--- src/rtl/core/upper_bound_float_unit_defines.svh ---
// ============================================================================
// upper_bound_float_unit_defines.svh
// Assertion macros shared by the upper bound float unit RTL.
// ============================================================================
`ifndef UPPER_BOUND_FLOAT_UNIT_DEFINES_SVH
`define UPPER_BOUND_FLOAT_UNIT_DEFINES_SVH

// Same-cycle implication, ignored while reset is held
`define UBFU_ASSERT_NOW(label, clk, rst_n, ante, cons) \
  label: assert property (@(posedge clk) disable iff (!rst_n) (ante) |-> (cons)) \
    else $error("ubfu: same-cycle check failed");

// Next-cycle implication, ignored while reset is held
`define UBFU_ASSERT_NEXT(label, clk, rst_n, ante, cons) \
  label: assert property (@(posedge clk) disable iff (!rst_n) (ante) |=> (cons)) \
    else $error("ubfu: next-cycle check failed");

`endif

--- src/rtl/core/ubfu_pkg.sv ---
// ============================================================================
// ubfu_pkg
// Widths, command codes and pipeline stage types of the upper bound float unit.
// ============================================================================
`timescale 1ns / 1ps

package ubfu_pkg;

  localparam int MANT_W  = 32;
  localparam int EXP_W   = 32;
  localparam int HALF_W  = MANT_W / 2;
  localparam int SHIFT_W = $clog2(MANT_W);

  localparam logic [MANT_W-1:0] M_TOP = {1'b1, {(MANT_W-1){1'b0}}};
  localparam logic [EXP_W-1:0]  E_MIN = {1'b1, {(EXP_W-1){1'b0}}};
  localparam logic [EXP_W-1:0]  E_MAX = {1'b0, {(EXP_W-1){1'b1}}};

  typedef enum logic [1:0] {
    CMD_CMP  = 2'd0,
    CMD_ADD  = 2'd1,
    CMD_MUL  = 2'd2,
    CMD_RSVD = 2'd3
  } cmd_t;

  // Stage 1: operands ordered by exponent, multiply operands prepared
  typedef struct packed {
    cmd_t                cmd;
    logic                x_zero;
    logic                y_zero;
    logic                x_lt;       // x exponent below y exponent
    logic                s_nz;       // smaller-exponent mantissa nonzero
    logic [MANT_W-1:0]   s_m;        // smaller-exponent mantissa
    logic [MANT_W-1:0]   s_dec;      // s_m - 1
    logic [MANT_W-1:0]   b_m;        // larger-exponent mantissa
    logic [EXP_W-1:0]    b_e;        // larger exponent
    logic                shift_big;  // difference >= MANT_W
    logic [SHIFT_W-1:0]  shift_amt;
    logic [EXP_W-1:0]    e_sum;
    logic                mul_under;
    logic                mul_over;
    logic                mul_pass;   // a half mantissa rounded up to 2^HALF_W
    logic [MANT_W-1:0]   pass_m;
    logic [HALF_W-1:0]   xh;
    logic [HALF_W-1:0]   yh;
  } s1_t;

  // Stage 2: shifted mantissas, product, exponent neighbors
  typedef struct packed {
    cmd_t                cmd;
    logic                x_zero;
    logic                y_zero;
    logic                x_lt;
    logic                s_nz;
    logic [MANT_W-1:0]   b_m;
    logic [MANT_W-1:0]   floor_m;    // floor shift of s_m
    logic [MANT_W-1:0]   ceil_base;  // ceil shift of s_m minus s_nz
    logic [EXP_W-1:0]    b_e;
    logic [EXP_W-1:0]    b_e_inc;
    logic                b_e_max;
    logic [EXP_W-1:0]    e_sum;
    logic [EXP_W-1:0]    e_sum_dec;
    logic                e_sum_min;
    logic                mul_under;
    logic                mul_over;
    logic                mul_pass;
    logic [MANT_W-1:0]   pass_m;
    logic [MANT_W-1:0]   prod;
  } s2_t;

endpackage

--- src/rtl/core/upper_bound_float_unit.sv ---
// ============================================================================
// upper_bound_float_unit
// Round-up bound arithmetic: compare, add and multiply on mantissa/exponent.
// ============================================================================
// Channel  | Direction | Handshake         | Beat contents
// in_      | input     | in_valid/in_stall | cmd, x mantissa/exponent, y m/e
// out_     | output    | out_valid/stall   | res mantissa/exponent, is_less, status
// cfg_     | input     | cfg_we            | check_overflow bit
//
// Three register stages: order/prepare, shift/multiply, add/normalize.
// One beat per cycle is sustained while out_stall is low, since every stage is
// registered; the 16x16 multiplier and 32-bit aligner share the middle stage.
// Reset empties the pipeline and sets check_overflow to 1.
// Each stage advances when the stage after it is empty or moving, so
// bubbles close up and a stall loses no beat.
`timescale 1ns / 1ps
`include "upper_bound_float_unit_defines.svh"

module upper_bound_float_unit (
  input  logic                               clk,
  input  logic                               rst_n,
  input  logic                               cfg_we,
  input  logic                               cfg_wdata,
  input  logic                               in_valid,
  output logic                               in_stall,
  input  logic [1:0]                         in_cmd,
  input  logic [ubfu_pkg::MANT_W-1:0]        in_x_mantissa,
  input  logic signed [ubfu_pkg::EXP_W-1:0]  in_x_exponent,
  input  logic [ubfu_pkg::MANT_W-1:0]        in_y_mantissa,
  input  logic signed [ubfu_pkg::EXP_W-1:0]  in_y_exponent,
  output logic                               out_valid,
  input  logic                               out_stall,
  output logic [ubfu_pkg::MANT_W-1:0]        out_res_mantissa,
  output logic signed [ubfu_pkg::EXP_W-1:0]  out_res_exponent,
  output logic                               out_is_less,
  output logic                               out_status
);

  logic                           chk_r;
  logic                           s1_v_r;
  logic                           s2_v_r;
  logic                           out_v_r;
  ubfu_pkg::s1_t                  s1_nxt;
  ubfu_pkg::s1_t                  s1_r;
  ubfu_pkg::s2_t                  s2_nxt;
  ubfu_pkg::s2_t                  s2_r;
  logic                           en1;
  logic                           en2;
  logic                           en3;

  logic [ubfu_pkg::EXP_W-1:0]     kx;
  logic [ubfu_pkg::EXP_W-1:0]     ky;
  logic [ubfu_pkg::EXP_W:0]       d_xy;
  logic [ubfu_pkg::EXP_W:0]       d_yx;
  logic [ubfu_pkg::EXP_W-1:0]     diff;
  logic [ubfu_pkg::MANT_W-1:0]    xm_dec;
  logic [ubfu_pkg::MANT_W-1:0]    ym_dec;
  logic                           xh_ovf;
  logic                           yh_ovf;

  logic [ubfu_pkg::MANT_W:0]      add_sum;
  logic [ubfu_pkg::MANT_W-1:0]    res_m_nxt;
  logic [ubfu_pkg::EXP_W-1:0]     res_e_nxt;
  logic                           less_nxt;
  logic                           status_nxt;
  logic [ubfu_pkg::MANT_W-1:0]    res_m_r;
  logic [ubfu_pkg::EXP_W-1:0]     res_e_r;
  logic                           less_r;
  logic                           status_r;

  // Stage enables: a stage moves when its successor is empty or moving
  assign en3      = !out_v_r || !out_stall;
  assign en2      = !s2_v_r || en3;
  assign en1      = !s1_v_r || en2;
  assign in_stall = !en1;

  // Configuration register
  always_ff @(posedge clk) begin
    if (!rst_n) begin
      chk_r <= 1'b1;
    end else if (cfg_we) begin
      chk_r <= cfg_wdata;
    end
  end

  // Stage 1: order operands by exponent, prepare multiply
  always_comb begin
    kx     = in_x_exponent ^ ubfu_pkg::E_MIN;
    ky     = in_y_exponent ^ ubfu_pkg::E_MIN;
    d_xy   = {1'b0, kx} - {1'b0, ky};
    d_yx   = {1'b0, ky} - {1'b0, kx};
    xm_dec = in_x_mantissa - ubfu_pkg::MANT_W'(1);
    ym_dec = in_y_mantissa - ubfu_pkg::MANT_W'(1);
    xh_ovf = &xm_dec[ubfu_pkg::MANT_W-1 -: ubfu_pkg::HALF_W];
    yh_ovf = &ym_dec[ubfu_pkg::MANT_W-1 -: ubfu_pkg::HALF_W];

    s1_nxt.cmd    = ubfu_pkg::cmd_t'(in_cmd);
    s1_nxt.x_zero = (in_x_mantissa == '0);
    s1_nxt.y_zero = (in_y_mantissa == '0);
    s1_nxt.x_lt   = d_xy[ubfu_pkg::EXP_W];
    diff          = s1_nxt.x_lt ? d_yx[ubfu_pkg::EXP_W-1:0] : d_xy[ubfu_pkg::EXP_W-1:0];
    s1_nxt.s_nz   = s1_nxt.x_lt ? !s1_nxt.x_zero : !s1_nxt.y_zero;
    s1_nxt.s_m    = s1_nxt.x_lt ? in_x_mantissa : in_y_mantissa;
    s1_nxt.s_dec  = s1_nxt.x_lt ? xm_dec : ym_dec;
    s1_nxt.b_m    = s1_nxt.x_lt ? in_y_mantissa : in_x_mantissa;
    s1_nxt.b_e    = s1_nxt.x_lt ? in_y_exponent : in_x_exponent;
    s1_nxt.shift_big = |diff[ubfu_pkg::EXP_W-1:ubfu_pkg::SHIFT_W];
    s1_nxt.shift_amt = diff[ubfu_pkg::SHIFT_W-1:0];

    s1_nxt.e_sum     = in_x_exponent + in_y_exponent;
    s1_nxt.mul_under = in_x_exponent[ubfu_pkg::EXP_W-1] && in_y_exponent[ubfu_pkg::EXP_W-1]
                    && !s1_nxt.e_sum[ubfu_pkg::EXP_W-1];
    s1_nxt.mul_over  = !in_x_exponent[ubfu_pkg::EXP_W-1] && !in_y_exponent[ubfu_pkg::EXP_W-1]
                    && s1_nxt.e_sum[ubfu_pkg::EXP_W-1];
    s1_nxt.mul_pass  = xh_ovf || yh_ovf;
    // x rounding up to 2^HALF_W takes precedence: result is y
    s1_nxt.pass_m    = xh_ovf ? in_y_mantissa : in_x_mantissa;
    s1_nxt.xh = xm_dec[ubfu_pkg::MANT_W-1 -: ubfu_pkg::HALF_W] + ubfu_pkg::HALF_W'(1);
    s1_nxt.yh = ym_dec[ubfu_pkg::MANT_W-1 -: ubfu_pkg::HALF_W] + ubfu_pkg::HALF_W'(1);
  end

  // Stage 2: shifts and product
  ubfu_shift_mul u_shift_mul (
    .s1 (s1_r),
    .s2 (s2_nxt)
  );

  // Stage 3: compare, add with carry renormalize, multiply normalize
  always_comb begin
    add_sum    = {1'b0, s2_r.b_m} + {1'b0, s2_r.ceil_base}
               + {{ubfu_pkg::MANT_W{1'b0}}, s2_r.s_nz};
    res_m_nxt  = '0;
    res_e_nxt  = '0;
    less_nxt   = 1'b0;
    status_nxt = 1'b0;
    unique case (s2_r.cmd)
      ubfu_pkg::CMD_CMP: begin
        priority if (s2_r.x_zero) begin
          less_nxt = 1'b1;
        end else if (s2_r.y_zero) begin
          less_nxt = 1'b0;
        end else if (s2_r.x_lt) begin
          less_nxt = s2_r.floor_m < s2_r.b_m;
        end else begin
          less_nxt = s2_r.floor_m > s2_r.b_m;
        end
      end
      ubfu_pkg::CMD_ADD: begin
        if (add_sum[ubfu_pkg::MANT_W]) begin
          if (chk_r && s2_r.b_e_max) begin
            status_nxt = 1'b1;
          end else begin
            res_m_nxt = {1'b1, add_sum[ubfu_pkg::MANT_W-1:1]};
            res_e_nxt = s2_r.b_e_inc;
          end
        end else begin
          res_m_nxt = add_sum[ubfu_pkg::MANT_W-1:0];
          res_e_nxt = s2_r.b_e;
        end
      end
      ubfu_pkg::CMD_MUL: begin
        priority if (s2_r.x_zero || s2_r.y_zero) begin
          res_m_nxt = '0;
        end else if (s2_r.mul_under) begin
          res_m_nxt = ubfu_pkg::M_TOP;
          res_e_nxt = ubfu_pkg::E_MIN;
        end else if (s2_r.mul_over && chk_r) begin
          status_nxt = 1'b1;
        end else if (s2_r.mul_pass) begin
          res_m_nxt = s2_r.pass_m;
          res_e_nxt = s2_r.e_sum;
        end else if (s2_r.prod[ubfu_pkg::MANT_W-1]) begin
          res_m_nxt = s2_r.prod;
          res_e_nxt = s2_r.e_sum;
        end else if (s2_r.e_sum_min) begin
          res_m_nxt = ubfu_pkg::M_TOP;
          res_e_nxt = s2_r.e_sum;
        end else begin
          res_m_nxt = {s2_r.prod[ubfu_pkg::MANT_W-2:0], 1'b0};
          res_e_nxt = s2_r.e_sum_dec;
        end
      end
      ubfu_pkg::CMD_RSVD: begin
        res_m_nxt = '0;
      end
    endcase
  end

  // Pipeline valid bits
  always_ff @(posedge clk) begin
    if (!rst_n) begin
      s1_v_r  <= 1'b0;
      s2_v_r  <= 1'b0;
      out_v_r <= 1'b0;
    end else begin
      if (en1) begin
        s1_v_r <= in_valid;
      end
      if (en2) begin
        s2_v_r <= s1_v_r;
      end
      if (en3) begin
        out_v_r <= s2_v_r;
      end
    end
  end

  // Pipeline payload
  always_ff @(posedge clk) begin
    if (en1 && in_valid) begin
      s1_r <= s1_nxt;
    end
    if (en2 && s1_v_r) begin
      s2_r <= s2_nxt;
    end
    if (en3 && s2_v_r) begin
      res_m_r  <= res_m_nxt;
      res_e_r  <= res_e_nxt;
      less_r   <= less_nxt;
      status_r <= status_nxt;
    end
  end

  assign out_valid        = out_v_r;
  assign out_res_mantissa = res_m_r;
  assign out_res_exponent = res_e_r;
  assign out_is_less      = less_r;
  assign out_status       = status_r;

  // Checks
  `UBFU_ASSERT_NEXT(a_accept_fills_s1, clk, rst_n, in_valid && !in_stall, s1_v_r)
  `UBFU_ASSERT_NOW(a_stall_only_when_full, clk, rst_n, in_stall, s1_v_r && s2_v_r && out_v_r)
  `UBFU_ASSERT_NOW(a_ovf_zero_result, clk, rst_n, out_v_r && status_r, chk_r && res_m_r == '0 && res_e_r == '0 && !less_r)
  `UBFU_ASSERT_NOW(a_less_only_compare, clk, rst_n, out_v_r && less_r, !status_r && res_m_r == '0 && res_e_r == '0)

endmodule

--- src/rtl/core/ubfu_shift_mul.sv ---
// ============================================================================
// ubfu_shift_mul
// Middle stage logic: alignment shifts, half-width product, exponent +/- 1.
// ============================================================================
`timescale 1ns / 1ps

module ubfu_shift_mul (
  input  ubfu_pkg::s1_t s1,
  output ubfu_pkg::s2_t s2
);

  logic [ubfu_pkg::MANT_W-1:0] floor_sh;
  logic [ubfu_pkg::MANT_W-1:0] ceil_sh;

  // Alignment: floor shift for compare, ceil shift base for add
  assign floor_sh = s1.shift_big ? '0 : (s1.s_m >> s1.shift_amt);
  assign ceil_sh  = s1.shift_big ? '0 : (s1.s_dec >> s1.shift_amt);

  always_comb begin
    s2.cmd       = s1.cmd;
    s2.x_zero    = s1.x_zero;
    s2.y_zero    = s1.y_zero;
    s2.x_lt      = s1.x_lt;
    s2.s_nz      = s1.s_nz;
    s2.b_m       = s1.b_m;
    s2.floor_m   = floor_sh;
    // zero mantissa stays zero after a ceiling shift
    s2.ceil_base = s1.s_nz ? ceil_sh : '0;
    s2.b_e       = s1.b_e;
    s2.b_e_inc   = s1.b_e + ubfu_pkg::EXP_W'(1);
    s2.b_e_max   = (s1.b_e == ubfu_pkg::E_MAX);
    s2.e_sum     = s1.e_sum;
    s2.e_sum_dec = s1.e_sum - ubfu_pkg::EXP_W'(1);
    s2.e_sum_min = (s1.e_sum == ubfu_pkg::E_MIN);
    s2.mul_under = s1.mul_under;
    s2.mul_over  = s1.mul_over;
    s2.mul_pass  = s1.mul_pass;
    s2.pass_m    = s1.pass_m;
    s2.prod      = {{(ubfu_pkg::MANT_W-ubfu_pkg::HALF_W){1'b0}}, s1.xh}
                 * {{(ubfu_pkg::MANT_W-ubfu_pkg::HALF_W){1'b0}}, s1.yh};
  end

endmodule

--- config.mk ---
export PLATFORM = sky130hd
export DESIGN_NAME = upper_bound_float_unit
export DESIGN_NICKNAME = d
export VERILOG_FILES = /design/src/rtl/core/ubfu_pkg.sv /design/src/rtl/core/upper_bound_float_unit.sv /design/src/rtl/core/ubfu_shift_mul.sv
export VERILOG_INCLUDE_DIRS = /design/src /design/src/rtl/core
export SDC_FILE = /design/constraint.sdc
export NUM_CORES = 2
export LEC_CHECK = 0
export BUFFER_PORTS_ARGS = -buffer_cell sky130_fd_sc_hd__buf_2
export CAP_MARGIN = 20
export CORE_ASPECT_RATIO = 1.75
export CORE_MARGIN = 10
export CORE_UTILIZATION = 50
export DETAILED_ROUTE_END_ITERATION = 12
export PLACE_DENSITY = 0.67
export SLEW_MARGIN = 20
export SYNTH_ARGS = -nofsm -noshare
export SYNTH_HDL_FRONTEND = slang
export SYNTH_HIERARCHICAL = 1
export SYNTH_SLANG_ARGS = --single-unit
export TNS_END_PERCENT = 5
--- constraint.sdc ---
create_clock -name clk -period 41.4 [get_ports clk]
set_input_delay 6.21 -clock clk [delete_from_list [all_inputs] [get_ports clk]]
set_output_delay 6.21 -clock clk [all_outputs]
set_load 0.03 [all_outputs]
* Word level (Yosys, flattened, before mapping) *
Index checks and enable logic that the tools add are counted.
Widths: inputs -> output; s select.

storage, ports and cells
  register bits = 608
  output and inout bits = 68
  word-level logic and storage cells = 133

cells by class
  add/subtract/negate cells = 11
  $mul = 1
  $lt $le $gt $ge = 2
  equal/unequal tests = 4
  shift-type cells = 2
  multiplexer cells = 34
  bitwise gates (word level) = 3
  reduce and logical (&&, ||, !) cells = 31

operator list
  kind                   count
  $mux 32                22
  $pmux 32 s2            2
  $sub 32x1->32 const B  3
  $logic_not 32->1       2
  $shr 32x5->32          2
  $add 32x32->33         1
  $add 33x1->33          1
  $sub 32x32->33         1
  $add 16x1->16 const B  2
  $add 32x1->32 const B  1
  $add 32x32->32         1
  $eq 32x31->1 const B   1
  $eq 32x32->1 const B   1
  $gt 32x32->1           1
  $lt 32x32->1           1
  $mul 16x16->32         1
  $reduce_and 16->1      2
  $sub 32x32->32         1
  $reduce_or 27->1       1
  $logic_not 1->1        10
  $logic_and 1x1->1      9
  $mux 1                 9
  $logic_or 1x1->1       5
  $not 1->1              3
  other kinds (5)        5

* Logic depth before layout (Yosys ltp) *
  depth in word-level cells = 7
  gate-level depth with buffers = 23
  mapped depth without buffers = 21

* By module *
The synthesis kept the hierarchy.

modules (own cells, without submodules)
  module                  times used  cells an instance  area each (um^2)  sequential area each (um^2)
  upper_bound_float_unit  1           2,967              32,466.1          18,187.4
  ubfu_shift_mul          1           1,740              13,741.9          0.0

* Worst setup path after synthesis *
OpenSTA, ideal clock, no wires.

  path kind = in2reg
  start = input out_stall
  end = register s2_r[0] (netlist bit) (enable)
  library setup time = 1.002 ns
  arrival = 19.604 ns
  slack = 20.794 ns
  stages = 2
  path buffers = 0
  cell sequence = and3_1 nor2b_1

between the ends
  longest elaborated chain between the ends = 4

ends and longest elaborated chain
  element               line                           text
  start, declared       upper_bound_float_unit.sv:32   input logic out_stall,
  $logic_not 1->1       upper_bound_float_unit.sv:72   assign en3 = !out_v_r || !out_stall;
  $logic_or 1x1->1      upper_bound_float_unit.sv:72
  $logic_or 1x1->1      upper_bound_float_unit.sv:73   assign en2 = !s2_v_r || en3;
  $logic_and 1x1->1     upper_bound_float_unit.sv:213  if (en2 && s1_v_r) begin
  end signal, assigned  upper_bound_float_unit.sv:214  s2_r <= s2_nxt;
  end, declared         upper_bound_float_unit.sv:46   ubfu_pkg::s2_t s2_r;

Every way passes these cells.
A chain may end at the register's enable or synchronous reset.

* Worst setup path after layout *
  start = input out_stall
  end = output in_stall

between the ends
  longest elaborated chain between the ends = 5

ends and longest elaborated chain
  element           line                          text
  $logic_not 1->1   upper_bound_float_unit.sv:72
  $logic_or 1x1->1  upper_bound_float_unit.sv:72
  $logic_or 1x1->1  upper_bound_float_unit.sv:73
  $logic_or 1x1->1  upper_bound_float_unit.sv:74  assign en1 = !s1_v_r || en2;
  $logic_not 1->1   upper_bound_float_unit.sv:75  assign in_stall = !en1;
  end, declared     upper_bound_float_unit.sv:25  output logic in_stall,

Every way passes these cells.

==> flow_summary.toml <==
[hold_path]
worst_hold_path_stage_count = 0
min_path_type = "reg -> reg"
hold_path_startpoint = "s1_r[54]$_DFFE_PP_"
hold_path_end = "s2_r[54]$_DFFE_PP_"

[worst_setup_path]
critPathMaxFanout = 3
crit_top_cell = "sky130_fd_sc_hd__buf_2"
regToRegEndpoint = "s2_r[27]$_DFFE_PP_"
worst-endpoint-required_ps = 35190
cp_data_arrival_time_ps = 7040
worst_r2r_path_depth = 19
worstPathBufferInverterCount = 2
crit_path_top_delay_cell = "sky130_fd_sc_hd__and3_1"
timing.critical_path.cells = "buf_2 -> and3_1 -> and2_1 -> buf_2"
crit_path_end_kind = "output pin"
timing.reg2reg.setup_slack_ps = 34470
worstReg2RegStart = "s1_r[9]$_DFFE_PP_"
crit_type = "in -> out"
crit_family = "simple AND/OR/NAND/NOR gates"
slowest_delay_ps = 250
worstSetupStartpointType = "input port"

[die]
chipWidth_um = 250
initial_core_utilization = 0.503
core_mm2 = 0.0918
die_height_um = 422
rows = 147
die_area_mm2 = 0.105
io_pins = 204

[cts]
root_buffer = "sky130_fd_sc_hd__clkbuf_16"
cts-buffers-inserted = 55
clock_tree_from_tritoncts = "done"
clkLatencyLatePin_ps = 630
h-tree-depth = 2
cts_resized = 0
cts_hold_repair.buffers = 0
cts-root-to-sink-buffers = 3
path_clk_slew_ps = 70
post-cts-setup-buffers = 0
cts_sinks = 607

[cells_and_area]
layout-drive-gt1-share = 0.0950
fin_cells = 5873
final_area_mm2 = 0.0489
nFillCells = 8374
finish.net_count = 5232
multi_input_comb_area_mm2 = 0.0246
area_growth_syn_to_layout_pct = 5.86
area_used_by_sequential_logic_in_the_layout_mm2 = 0.0182

[pwr]
share_comb_of_total_power = 0.577
static-leakage-power_nw = 20.0
swShare = 0.432
power_density_mw_per_mm2 = 67.9
share_clk_of_total_power = 0.155
power_frac_seq = 0.269
p_int_mw = 1.89
power.ir.vdd_worst_mv = 0.146
switchingPower_mw = 1.44

[place]
dpl.hpwl_um = 111000
placed_cells_incl_taps = 5760
place_area_mm2 = 0.0471
port_buffers = 203
routabilityCongestion = 1.02

[synth]
ys_async_sr_fraction = 0
synth-xor-area-share = 0.0455
synth_compound_area_frac = 0.121
number_of_synthesized_register_bits = 607
synth-seq-area-share = 0.394
mappedNetlistArea_mm2 = 0.0462
synth.area.mux_share = 0.0484
synth_top_family_by_area = "adder cells"
primary_ff_master_synth = "sky130_fd_sc_hd__edfxtp_1"
synth-edff-count = 603
synth_unique_cells = 86
avgSynthCellArea_um2 = 9.82
postSynthNetCount = 5314
synthesis.yosys.warnings = 6
synthSimpleGateAreaFrac = 0.157
arithmetic_cell_share_of_the_synthesized_area_counting_full_adders_half_adders_and_majority_gates = 0.160
netlist_instances = 4707

[job]
drv.max_cap_violation_count = 0

[sta]
worst_pin_slew_ps = 1110
setup_total_negative_slack_ps = 0
max-slew-margin-rel = 0.259
min_period_ps = 13250
post_route_skew_ps = 21.8
max_freq_mhz = 75.5
period_share = 0.320
timing_max_transition_violations_final = 0
timing_hold_violations_final = 0
grt_setup_unrepaired = "no"
setup_violations = 0

[grt]
grt_max_degree = 166
grt_pass1_vias = 34300
overflow = 0
grt_first_pass_wirelength_um = 211000
gr-usage-all-layers = 0.262
antenna_found_initial = 22

[routing]
drt_first_pass_iters = 5
vias = 34400
first_iter_violations = 2668
vias_per_cell = 5.86
avgRoutedWirePerCell_um = 24.4
route.detailed.drc = 0
ant_nets = 0
wire_length_reported_by_the_detailed_router_um = 143000

[status]
outcome = "finished, final reports clean"
[state kept, by name, summed over array words and instances (netlist names)]
register	cells
s1_v_r	1
out_valid	1
s2_r	299
s1_r	238
chk_r	1
out_res_exponent	32
out_res_mantissa	32
out_is_less	1
s2_v_r	1
out_status	1
[layer usage]
layer,GRT usage,vias up,share of wire,wire (um)
met5,0,-,0.0012,168
met4,0.150,28,0.064,9170
li1,-,16000,-,-
met2,0.478,1238,0.52,74400
met1,0.282,16800,0.35,50700
met3,0.0411,307,0.061,8740
[metrics by stage]
step / hold WS (ps) / setup WS, ps / total power, mW / util
floorplan: 446 / 20790 / 2.35 / -
global placement: 401 / 28150 / 2.77 / 0.513
detailed placement: 405 / 28140 / 2.80 / 0.513
CTS: 414 / 28140 / 3.32 / 0.533
global route: 422 / 28080 / 3.60 / 0.533
finish: 411 / 28150 / 3.32 / 0.533
[area by class of cell]
class,count,share of cell area
diodes,9,0.000460
clock buffers,63,0.0288
flip-flops and latches,607,0.372
clock inverters,41,0.00790
inverters,399,0.0307
repair buffers,237,0.0262
multi-input cells,3325,0.504
well taps,1192,0.0305
[cells by family (layout without fill, tap and decap cells)]
| kind of cell | count (synthesis) | in the layout |
|---|---|---|
| AND/OR/NAND/NOR | 1556 | 1556 |
| AO/OA/AOI/OAI | 892 | 892 |
| buffers and inverters | 775 | 740 |
| flip-flops | 607 | 607 |
| adder cells (fa/ha/maj) | 471 | 471 |
| XOR/XNOR | 240 | 240 |
| multiplexers | 166 | 166 |
| other | 0 | 9 |
[power groups by stage]
stage          logic (mW)  clock network, mW  registers (mW)
2_1_floorplan        1.46                  0           0.889
3_3_place_gp         1.86                  0           0.903
3_5_place_dp         1.89                  0           0.906
4_1_cts              1.91              0.523           0.893
5_1_grt              2.15              0.545           0.900
6_report             1.92              0.513           0.893
[worst register-to-register path, stage by stage, from the launching register on]
cell                       delay (ps)
sky130_fd_sc_hd__edfxtp_1         930
sky130_fd_sc_hd__nand2_1          200
sky130_fd_sc_hd__fa_1             570
sky130_fd_sc_hd__inv_1             50
sky130_fd_sc_hd__fa_1             500
sky130_fd_sc_hd__inv_1             50
sky130_fd_sc_hd__fa_1             470
sky130_fd_sc_hd__inv_1             60
sky130_fd_sc_hd__fa_1             520
sky130_fd_sc_hd__fa_1             550
sky130_fd_sc_hd__inv_1             60
sky130_fd_sc_hd__fa_1             530
sky130_fd_sc_hd__inv_1             40
sky130_fd_sc_hd__ha_1             370
sky130_fd_sc_hd__nand3_1          180
sky130_fd_sc_hd__or4_1            650
sky130_fd_sc_hd__a21oi_1          310
sky130_fd_sc_hd__o21ai_0          250
sky130_fd_sc_hd__nor4b_1          350
sky130_fd_sc_hd__a211o_1          160
[how the worst max path moves through the flow]
stage	endpoint	from	cells after the start	slack, ps
after floorplan	s2_r[0]$_DFFE_PP_	out_stall	2	20790
after global placement	in_stall	out_stall	4	28150
after detailed placement	in_stall	out_stall	4	28140
after CTS	in_stall	out_stall	4	28140
after global routing	in_stall	out_stall	4	28080
final	in_stall	out_stall	4	28150
[synth_stat cells, types with 8 or more instances]
cell	n	area, um^2
sky130_fd_sc_hd__a211oi_1	22	165
sky130_fd_sc_hd__a21boi_0	19	143
sky130_fd_sc_hd__mux2_2	22	248
sky130_fd_sc_hd__mux2i_1	82	821
sky130_fd_sc_hd__or4_1	11	82.6
sky130_fd_sc_hd__fa_1	199	3980
sky130_fd_sc_hd__or3_1	26	163
sky130_fd_sc_hd__and3_1	25	156
sky130_fd_sc_hd__nor2b_1	64	400
sky130_fd_sc_hd__and2_1	156	976
sky130_fd_sc_hd__buf_1	23	86.3
sky130_fd_sc_hd__clkbuf_1	208	781
sky130_fd_sc_hd__a21o_1	67	503
sky130_fd_sc_hd__o31ai_1	11	82.6
sky130_fd_sc_hd__a221o_1	30	300
sky130_fd_sc_hd__nand4_1	34	213
sky130_fd_sc_hd__o22a_1	9	78.8
sky130_fd_sc_hd__mux4_2	35	788
sky130_fd_sc_hd__a211o_1	10	87.6
sky130_fd_sc_hd__xor2_1	96	841
sky130_fd_sc_hd__o21bai_1	27	203
sky130_fd_sc_hd__or2_2	12	75.1
sky130_fd_sc_hd__nand3_1	83	415
sky130_fd_sc_hd__nor2_1	287	1080
sky130_fd_sc_hd__a2111oi_0	9	78.8
sky130_fd_sc_hd__inv_1	394	1480
sky130_fd_sc_hd__nor3_1	76	380
sky130_fd_sc_hd__and4_1	8	70.1
sky130_fd_sc_hd__edfxtp_1	603	18100
sky130_fd_sc_hd__nand3b_1	10	75.1
sky130_fd_sc_hd__o22ai_1	42	263
sky130_fd_sc_hd__o21ai_0	193	966
sky130_fd_sc_hd__nand2b_1	25	156
sky130_fd_sc_hd__mux2_4	20	300
sky130_fd_sc_hd__o21a_1	30	225
sky130_fd_sc_hd__nand2_1	683	2560
sky130_fd_sc_hd__nor4_1	29	181
sky130_fd_sc_hd__a31oi_1	33	206
sky130_fd_sc_hd__ha_1	272	3400
sky130_fd_sc_hd__xnor2_1	144	1260
sky130_fd_sc_hd__a21oi_1	295	1480
sky130_fd_sc_hd__buf_4	137	1030
sky130_fd_sc_hd__o211ai_1	25	188
[cells in the final DEF (no fill, tap or decap), types with 12 or more instances in the layout]
cell type,n
sky130_fd_sc_hd__xor2_1,96
sky130_fd_sc_hd__nor2_1,286
sky130_fd_sc_hd__or3_1,26
sky130_fd_sc_hd__a21o_1,66
sky130_fd_sc_hd__o211ai_1,25
sky130_fd_sc_hd__buf_4,33
sky130_fd_sc_hd__nand2_1,682
sky130_fd_sc_hd__clkinv_1,14
sky130_fd_sc_hd__and3_1,25
sky130_fd_sc_hd__mux2i_1,82
sky130_fd_sc_hd__xnor2_1,144
sky130_fd_sc_hd__a21oi_1,294
sky130_fd_sc_hd__a21boi_0,18
sky130_fd_sc_hd__nand2b_1,25
sky130_fd_sc_hd__mux2_2,22
sky130_fd_sc_hd__nor3_1,75
sky130_fd_sc_hd__fa_1,199
sky130_fd_sc_hd__o21ai_0,193
sky130_fd_sc_hd__mux4_2,35
sky130_fd_sc_hd__a221o_1,30
sky130_fd_sc_hd__mux2_4,20
sky130_fd_sc_hd__o22ai_1,42
sky130_fd_sc_hd__nand3_1,83
sky130_fd_sc_hd__or2_2,12
sky130_fd_sc_hd__inv_1,393
sky130_fd_sc_hd__a211oi_1,22
sky130_fd_sc_hd__clkbuf_16,55
sky130_fd_sc_hd__o21a_1,30
sky130_fd_sc_hd__ha_1,270
sky130_fd_sc_hd__and2_1,156
sky130_fd_sc_hd__nand4_1,34
sky130_fd_sc_hd__buf_2,203
sky130_fd_sc_hd__edfxtp_1,603
sky130_fd_sc_hd__nor2b_1,62
sky130_fd_sc_hd__o21bai_1,27
sky130_fd_sc_hd__nor4_1,29
sky130_fd_sc_hd__a31oi_1,33
Power figures use the tool's default switching activity.
